===== src/design/pde_pkg.sv =====
// ----------------------------------------------------------------------------
// pde_pkg
// Shared constants and types of the postfix digit evaluator.
// ----------------------------------------------------------------------------
package pde_pkg;

    localparam int STACK_DEPTH = 16;
    localparam int CNT_W       = $clog2(STACK_DEPTH + 1);
    localparam int VAL_W       = 31;
    localparam int OUT_W       = 32;
    localparam int SYM_W       = 8;

    localparam logic [SYM_W-1:0] SYM_ZERO = 8'h30;
    localparam logic [SYM_W-1:0] SYM_NINE = 8'h39;
    localparam logic [SYM_W-1:0] SYM_PLUS = 8'h2B;
    localparam logic [SYM_W-1:0] SYM_STAR = 8'h2A;

    localparam logic [OUT_W-1:0] VALUE_ERR = 32'hFFFF_FFFF;

    // Stack cell operation
    typedef logic [1:0] t_cell_op;
    localparam t_cell_op CELL_HOLD = 2'd0;
    localparam t_cell_op CELL_PUSH = 2'd1; // take neighbour above
    localparam t_cell_op CELL_POP  = 2'd2; // take neighbour below
    localparam t_cell_op CELL_LOAD = 2'd3; // take new value (head only)

    typedef logic [VAL_W-1:0] t_val;

endpackage


===== src/design/postfix_digit_evaluator_unit.sv =====
// ----------------------------------------------------------------------------
// postfix_digit_evaluator_unit
// Reverse Polish evaluator for single digits, '+' and '*'.
// ----------------------------------------------------------------------------
// Input stream: one ASCII character per item in tdata, tlast on the final
// character of an expression. Output stream: one item per expression, the
// value in tdata (-1 on error) and the error flag in tuser.
// Throughput is one character per cycle while the skid slot is empty: the
// stack is a row of cells that shift together, and the head cell takes the
// add or multiply result in the same cycle. The result of a last character
// is registered in the main slot, or in the skid slot if the main is full.
// Reset clears the stack count, the error flag and both output slots; the
// stack cells themselves are not cleared. The output has a main register and
// a skid slot, so input items keep flowing while a result waits; the input
// stalls whenever the skid slot is full.
// Any error (bad character, underflow, stack full, result above 2^31-1) is
// sticky until the end of the expression.
// ----------------------------------------------------------------------------
module postfix_digit_evaluator_unit
    import pde_pkg::*;
(
    input  logic             i_clk,
    input  logic             i_rst_n,
    input  logic             i_s_axis_tvalid,
    output logic             o_s_axis_tready,
    input  logic [SYM_W-1:0] i_s_axis_tdata,  // [7:0] symbol
    input  logic             i_s_axis_tlast,  // last
    output logic             o_m_axis_tvalid,
    input  logic             i_m_axis_tready,
    output logic [OUT_W-1:0] o_m_axis_tdata,  // [31:0] value
    output logic             o_m_axis_tuser   // [0] error
);

    logic [CNT_W-1:0] r_cnt, n_cnt;
    logic             r_err, n_err;

    logic             r_m_valid;
    logic [OUT_W-1:0] r_m_value;
    logic             r_m_error;
    logic             r_sk_valid;
    logic [OUT_W-1:0] r_sk_value;
    logic             r_sk_error;

    t_val     w_val [STACK_DEPTH];
    t_cell_op w_head_op, w_body_op;
    t_val     w_load, n_head;
    t_val     w_res;
    logic     w_ovf;

    logic w_acc, w_digit, w_oper, w_push, w_reduce;
    logic w_produce, w_taken;
    logic [OUT_W-1:0] w_out_value;
    logic             w_out_error;

    assign w_acc   = i_s_axis_tvalid && o_s_axis_tready;
    assign w_digit = (i_s_axis_tdata >= SYM_ZERO) && (i_s_axis_tdata <= SYM_NINE);
    assign w_oper  = (i_s_axis_tdata == SYM_PLUS) || (i_s_axis_tdata == SYM_STAR);

    pde_alu u_alu (
        .i_a   (w_val[0]),
        .i_b   (w_val[1]),
        .i_mul (i_s_axis_tdata == SYM_STAR),
        .o_res (w_res),
        .o_ovf (w_ovf)
    );

    always_comb begin
        w_push   = 1'b0;
        w_reduce = 1'b0;
        n_err    = r_err;
        n_cnt    = r_cnt;
        if (w_acc && !r_err) begin
            if (w_digit) begin
                if (r_cnt >= CNT_W'(STACK_DEPTH)) begin
                    n_err = 1'b1;
                end else begin
                    w_push = 1'b1;
                    n_cnt  = r_cnt + 1'b1;
                end
            end else if (w_oper) begin
                if (r_cnt < CNT_W'(2) || w_ovf) begin
                    n_err = 1'b1;
                end else begin
                    w_reduce = 1'b1;
                    n_cnt    = r_cnt - 1'b1;
                end
            end else begin
                n_err = 1'b1;
            end
        end
    end

    always_comb begin
        w_load    = w_push ? {{(VAL_W-4){1'b0}}, i_s_axis_tdata[3:0]} : w_res;
        w_head_op = (w_push || w_reduce) ? CELL_LOAD : CELL_HOLD;
        w_body_op = w_push ? CELL_PUSH : (w_reduce ? CELL_POP : CELL_HOLD);
        n_head    = (w_push || w_reduce) ? w_load : w_val[0];
    end

    for (genvar g = 0; g < STACK_DEPTH; g++) begin : g_cell
        t_val w_up, w_down;
        if (g == 0) begin : g_top
            assign w_up = '0;
        end else begin : g_mid
            assign w_up = w_val[g-1];
        end
        if (g == STACK_DEPTH - 1) begin : g_bot
            assign w_down = '0;
        end else begin : g_nbot
            assign w_down = w_val[g+1];
        end
        pde_cell u_cell (
            .i_clk       (i_clk),
            .i_op        ((g == 0) ? w_head_op : w_body_op),
            .i_from_up   (w_up),
            .i_from_down (w_down),
            .i_load      (w_load),
            .o_val       (w_val[g])
        );
    end

    // Result of the expression just ended, from the post-update state
    assign w_produce   = w_acc && i_s_axis_tlast;
    assign w_out_error = n_err || (n_cnt == '0);
    assign w_out_value = w_out_error ? VALUE_ERR : {1'b0, n_head};

    always_ff @(posedge i_clk) begin
        if (!i_rst_n) begin
            r_cnt <= '0;
            r_err <= 1'b0;
        end else if (w_produce) begin
            r_cnt <= '0;
            r_err <= 1'b0;
        end else begin
            r_cnt <= n_cnt;
            r_err <= n_err;
        end
    end

    assign w_taken = r_m_valid && i_m_axis_tready;

    always_ff @(posedge i_clk) begin
        if (!i_rst_n) begin
            r_m_valid  <= 1'b0;
            r_sk_valid <= 1'b0;
        end else if (r_sk_valid) begin
            if (w_taken) begin
                r_m_value  <= r_sk_value;
                r_m_error  <= r_sk_error;
                r_sk_valid <= 1'b0;
            end
        end else if (w_produce) begin
            if (!r_m_valid || w_taken) begin
                r_m_valid <= 1'b1;
                r_m_value <= w_out_value;
                r_m_error <= w_out_error;
            end else begin
                r_sk_valid <= 1'b1;
                r_sk_value <= w_out_value;
                r_sk_error <= w_out_error;
            end
        end else if (w_taken) begin
            r_m_valid <= 1'b0;
        end
    end

    assign o_s_axis_tready = !r_sk_valid;
    assign o_m_axis_tvalid = r_m_valid;
    assign o_m_axis_tdata  = r_m_value;
    assign o_m_axis_tuser  = r_m_error;

    // Assertions
    a_skid_behind_main: assert property (@(posedge i_clk) disable iff (!i_rst_n)
        r_sk_valid |-> r_m_valid)
        else $error("skid slot full while main slot empty");

    a_cnt_bound: assert property (@(posedge i_clk) disable iff (!i_rst_n)
        r_cnt <= CNT_W'(STACK_DEPTH))
        else $error("stack count above depth");

    a_clear_after_last: assert property (@(posedge i_clk) disable iff (!i_rst_n)
        w_produce |=> (r_cnt == '0) && !r_err)
        else $error("state not cleared after last item");

    a_result_shown: assert property (@(posedge i_clk) disable iff (!i_rst_n)
        w_produce |=> o_m_axis_tvalid)
        else $error("result of last item not presented");

    a_err_value: assert property (@(posedge i_clk) disable iff (!i_rst_n)
        (r_m_valid && r_m_error) |-> (r_m_value == VALUE_ERR))
        else $error("error result without -1 value");

endmodule


===== src/design/pde_cell.sv =====
// ----------------------------------------------------------------------------
// pde_cell
// One stack entry; shifts with its neighbours on push and pop.
// ----------------------------------------------------------------------------
module pde_cell
    import pde_pkg::*;
(
    input  logic     i_clk,
    input  t_cell_op i_op,
    input  t_val     i_from_up,
    input  t_val     i_from_down,
    input  t_val     i_load,
    output t_val     o_val
);

    t_val r_val;
    t_val n_val;

    always_comb begin
        case (i_op)
            CELL_HOLD: n_val = r_val;
            CELL_PUSH: n_val = i_from_up;
            CELL_POP:  n_val = i_from_down;
            CELL_LOAD: n_val = i_load;
            default:   n_val = r_val;
        endcase
    end

    always_ff @(posedge i_clk) begin
        r_val <= n_val;
    end

    assign o_val = r_val;

endmodule


===== src/design/pde_alu.sv =====
// ----------------------------------------------------------------------------
// pde_alu
// Sum or product of the two top entries with an exact range check.
// ----------------------------------------------------------------------------
module pde_alu
    import pde_pkg::*;
(
    input  t_val i_a,
    input  t_val i_b,
    input  logic i_mul,
    output t_val o_res,
    output logic o_ovf
);

    logic [VAL_W:0]       w_sum;
    logic [2*VAL_W-1:0]   w_prod;

    assign w_sum  = {1'b0, i_a} + {1'b0, i_b};
    assign w_prod = i_a * i_b;

    always_comb begin
        if (i_mul) begin
            o_res = w_prod[VAL_W-1:0];
            o_ovf = |w_prod[2*VAL_W-1:VAL_W];
        end else begin
            o_res = w_sum[VAL_W-1:0];
            o_ovf = w_sum[VAL_W];
        end
    end

endmodule


===== config.mk =====
export PLATFORM = sky130hd
export DESIGN_NAME = postfix_digit_evaluator_unit
export DESIGN_NICKNAME = d
export VERILOG_FILES = /design/src/design/pde_pkg.sv /design/src/design/postfix_digit_evaluator_unit.sv /design/src/design/pde_cell.sv /design/src/design/pde_alu.sv
export SDC_FILE = /design/constraint.sdc
export NUM_CORES = 2
export LEC_CHECK = 0
export ABC_AREA = 1
export ABC_CLOCK_PERIOD_IN_PS = 14820
export BUFFER_PORTS_ARGS = -buffer_cell sky130_fd_sc_hd__buf_2
export CORE_UTILIZATION = 44
export DETAILED_ROUTE_END_ITERATION = 10
export MAX_ROUTING_LAYER = met4
export PLACE_DENSITY_LB_ADDON = 0.05
export SKIP_CTS_REPAIR_TIMING = 1
export SYNTH_ARGS = -nofsm -noshare
export SYNTH_HDL_FRONTEND = slang
export SYNTH_SLANG_ARGS = --single-unit

===== constraint.sdc =====
create_clock -name i_clk -period 14.82 [get_ports i_clk]
set_input_delay 1.482 -clock i_clk [delete_from_list [all_inputs] [get_ports i_clk]]
set_output_delay 1.482 -clock i_clk [all_outputs]
set_load 0.03 [all_outputs]

==> impl_results.md <==
* Post-Syn Area per Cell at 8.35 sq um
* # clock sinks at 568
* Min Tclk post-route at 11.99 ns
* Leak Pwr at 32.2 nW
* Routed length on met2 at 80.3 mm
* Initial antenna violation count at 1
* Area of the die at 137,000 sq um
* CP max-delay cell: edfxtp_1
* Area leader, netlist: edfxtp_1
* Non-filler cells, final at 8,826
* Critical R2R Launch: g_cell[0].u_cell.o_val[8]$_SDFFCE_PP0N_
* Final WL at 178 mm
* First drt pass iteration count at 6
* Yosys top cell area share at 28.3%
* RSZ-0062 raised after global routing: no
* Crit-path max FO at 159
* EDFF count, synth at 560
* Worst-path clk slew at 0.06 ns
* Clock Skew at 0.0475 ns
* Syn Nets at 8,255
* Grt ovf at 0
* Status: finished clean
* Commonest non-fill, non-tap cell in the layout: nand2_1
* Nets at 8,148
* Sequential area share after synthesis at 28.6%
* DR WL met3 at 10.7 mm
* CP Class: register to register
* Synthesized instance count at 7,115
* Port Buf Inserts at 47
* DIE WIDTH at 370 um
* Root Driver: clkbuf_16
* Highest-count cells in the layout ignoring fill and taps: nand2_1, inv_1, fa_1
* Setup_tns at 0 ns
* Final Util at 47.5%
* Post-synth ARST share at 0%
* Final hold vios at 0
* Main flop type after synthesis: edfxtp_1
* DRC at 0
* Number of max-cap violations at 0
* Min-Delay Path Class: register to register
* Share of layout cells above drive strength 1 at 4.45%
* Hold depth at 2
* Worst reg2reg path endpoint: g_cell[12].u_cell.o_val[3]$_DFFE_PP_
* Worst hold path startpoint: o_m_axis_tvalid$_SDFFE_PN0P_
* CP peak stage delay at 1.15 ns
* Hold EP: o_m_axis_tvalid$_SDFFE_PN0P_
* Synth cell types at 56
* R2r setup slk at 2.83 ns
* Synthesized cell area at 59,400 sq um
* Worst-Skew Late Latency at 0.67 ns
* Largest net degree at the start of global routing at 240
* Final HPWL DP at 136 mm
* First-pass GRT wire length at 278 mm
* CORE AREA at 134,000 sq um
* Initial Util at 44.4%
* Routed wire per std cell at 20.1 um
* Vias in the first global route at 46,000
* Yosys synthesis warning count at 0
* Max_slew headroom at 16.4%
* Routed vias at 44,000
* Slew Limit Fails at 0
* DR top layer: met4
* R2R depth at 35
* Tcrit/Tclk final at 80.9%
* Setup violators final at 0
* WP data arrival at 12.25 ns
* Gr usage total at 27.7%
* H-tree depth at 3
* CP required at 15.08 ns
* Routed metal-1 wirelength at 80.7 mm
* Chip Height at 370 um
* Crit end category: register
* Fmax achieved at 83.4 MHz
* Final weighted congestion in routability-driven placement at 0.934
* Top-Level Pins at 48
* Peak supply drop at 0.0888 mV
* Post-placement cell count at 8,705
* Synth top area cells: edfxtp_1, fa_1, nand2_1
* Num CTS Buffers at 69
* Critical Path Start Type: register
* Pwr dens at 78.0 nW/um^2
* # rows at 134
* Area grow syn2layout at 6.97%
* Flops & latches, synth at 568
* CTS max path bufs at 3
* DRT iter0 DRCs at 3,497
* CTS tree: built
* Final ANT Viol Nets at 0
* Vias per cell at 4.98
* Tightest Pin Transition at 1.25 ns
-- state kept, by name (all words and copies together), names as in the netlist --
name,flops
r_sk_valid,1
r_cnt,5
g_cell.u_cell.o_val,496
r_sk_value,32
o_m_axis_tvalid,1
r_err,1
o_m_axis_tdata,32
-- layer usage --
metal,GRT usage [%],up-vias
li1,-,20800
met1,38.3,21900
met2,42.2,1101
met3,4.19,219
met4,8.39,0
met5,-,-
-- critical path: cells and delay by family, from the launching register on --
kind	cells	cell delay, ns
compound gates	1	0.32
fa+ha+maj	10	4.55
buf+inv	9	2.10
flops	1	1.15
simple gates	15	3.00
-- per-stage QoR --
step,total power (W),hold WS [ns],instance area [sq um],setup WS (ns)
floorplan,0.00271,0.491,59400,4.63
global placement,0.00332,0.491,61400,3.00
detailed placement,0.00330,0.503,61400,2.94
CTS,0.00501,0.513,63600,2.89
global route,0.00523,0.537,63600,2.29
finish,0.00496,0.518,63600,2.83
-- worst max-delay path by stage --
stage,start,end,slack (ns),cells after the start
detailed placement,g_cell[0].u_cell.o_val[8]$_SDFFCE_PP0N_,g_cell[15].u_cell.o_val[15]$_DFFE_PP_,2.94,35
global route,g_cell[0].u_cell.o_val[13]$_SDFFCE_PP0N_,g_cell[2].u_cell.o_val[3]$_DFFE_PP_,2.29,33
CTS,g_cell[0].u_cell.o_val[8]$_SDFFCE_PP0N_,g_cell[15].u_cell.o_val[15]$_DFFE_PP_,2.89,35
finish,g_cell[0].u_cell.o_val[8]$_SDFFCE_PP0N_,g_cell[12].u_cell.o_val[3]$_DFFE_PP_,2.83,35
global placement,g_cell[0].u_cell.o_val[8]$_SDFFCE_PP0N_,g_cell[15].u_cell.o_val[15]$_DFFE_PP_,3.00,35
floorplan,g_cell[0].u_cell.o_val[18]$_SDFFCE_PP0N_,o_m_axis_tdata[22]$_DFFE_PP_,4.63,39
-- final cells by class --
type	instances	area, sq um
antenna	1	2.50
inverter	1851	6960
clock inverter	39	443
sequential	568	17000
timing repair buffer	133	943
tap	1768	2210
fill	13400	70200
multi-input combinational	4385	34300
clock buffer	81	1770
-- Yosys cell counts (14+ instances only) --
master       n
nor3_1      21
clkbuf_1   253
a21oi_1     98
o21ai_0    443
ha_1       290
buf_2       47
xor2_1      19
nor2_1     167
nand3_2     32
inv_2       15
nand4_1     25
fa_1       837
nand3_1     75
xnor2_1     14
inv_1     1835
nand2_1   2261
edfxtp_1   560
-- power by group --
part / switching (W) / total [W] / internal, W
clock network: 0.000710 / 0.00168 / 0.000970
registers: 0.00000599 / 0.00176 / 0.00176
logic: 0.00106 / 0.00152 / 0.000456
-- logic make-up (layout without fill, tap and decap cells) --
kind of cell / Yosys count / count (layout) / synth area share [%]
AOI/OAI and AO/OA: 601 / 601 / 5.35
xor gates and xnor gates: 34 / 34 / 0.514
adders and majority gates: 1127 / 1127 / 34.3
buffers and inverters: 2162 / 2104 / 13.8
DFF: 568 / 568 / 28.6
muxes: 2 / 2 / 0.0337
other: 0 / 1 / 0
and+or+nand+nor: 2621 / 2621 / 17.4
(Power assumes the default switching activity.)
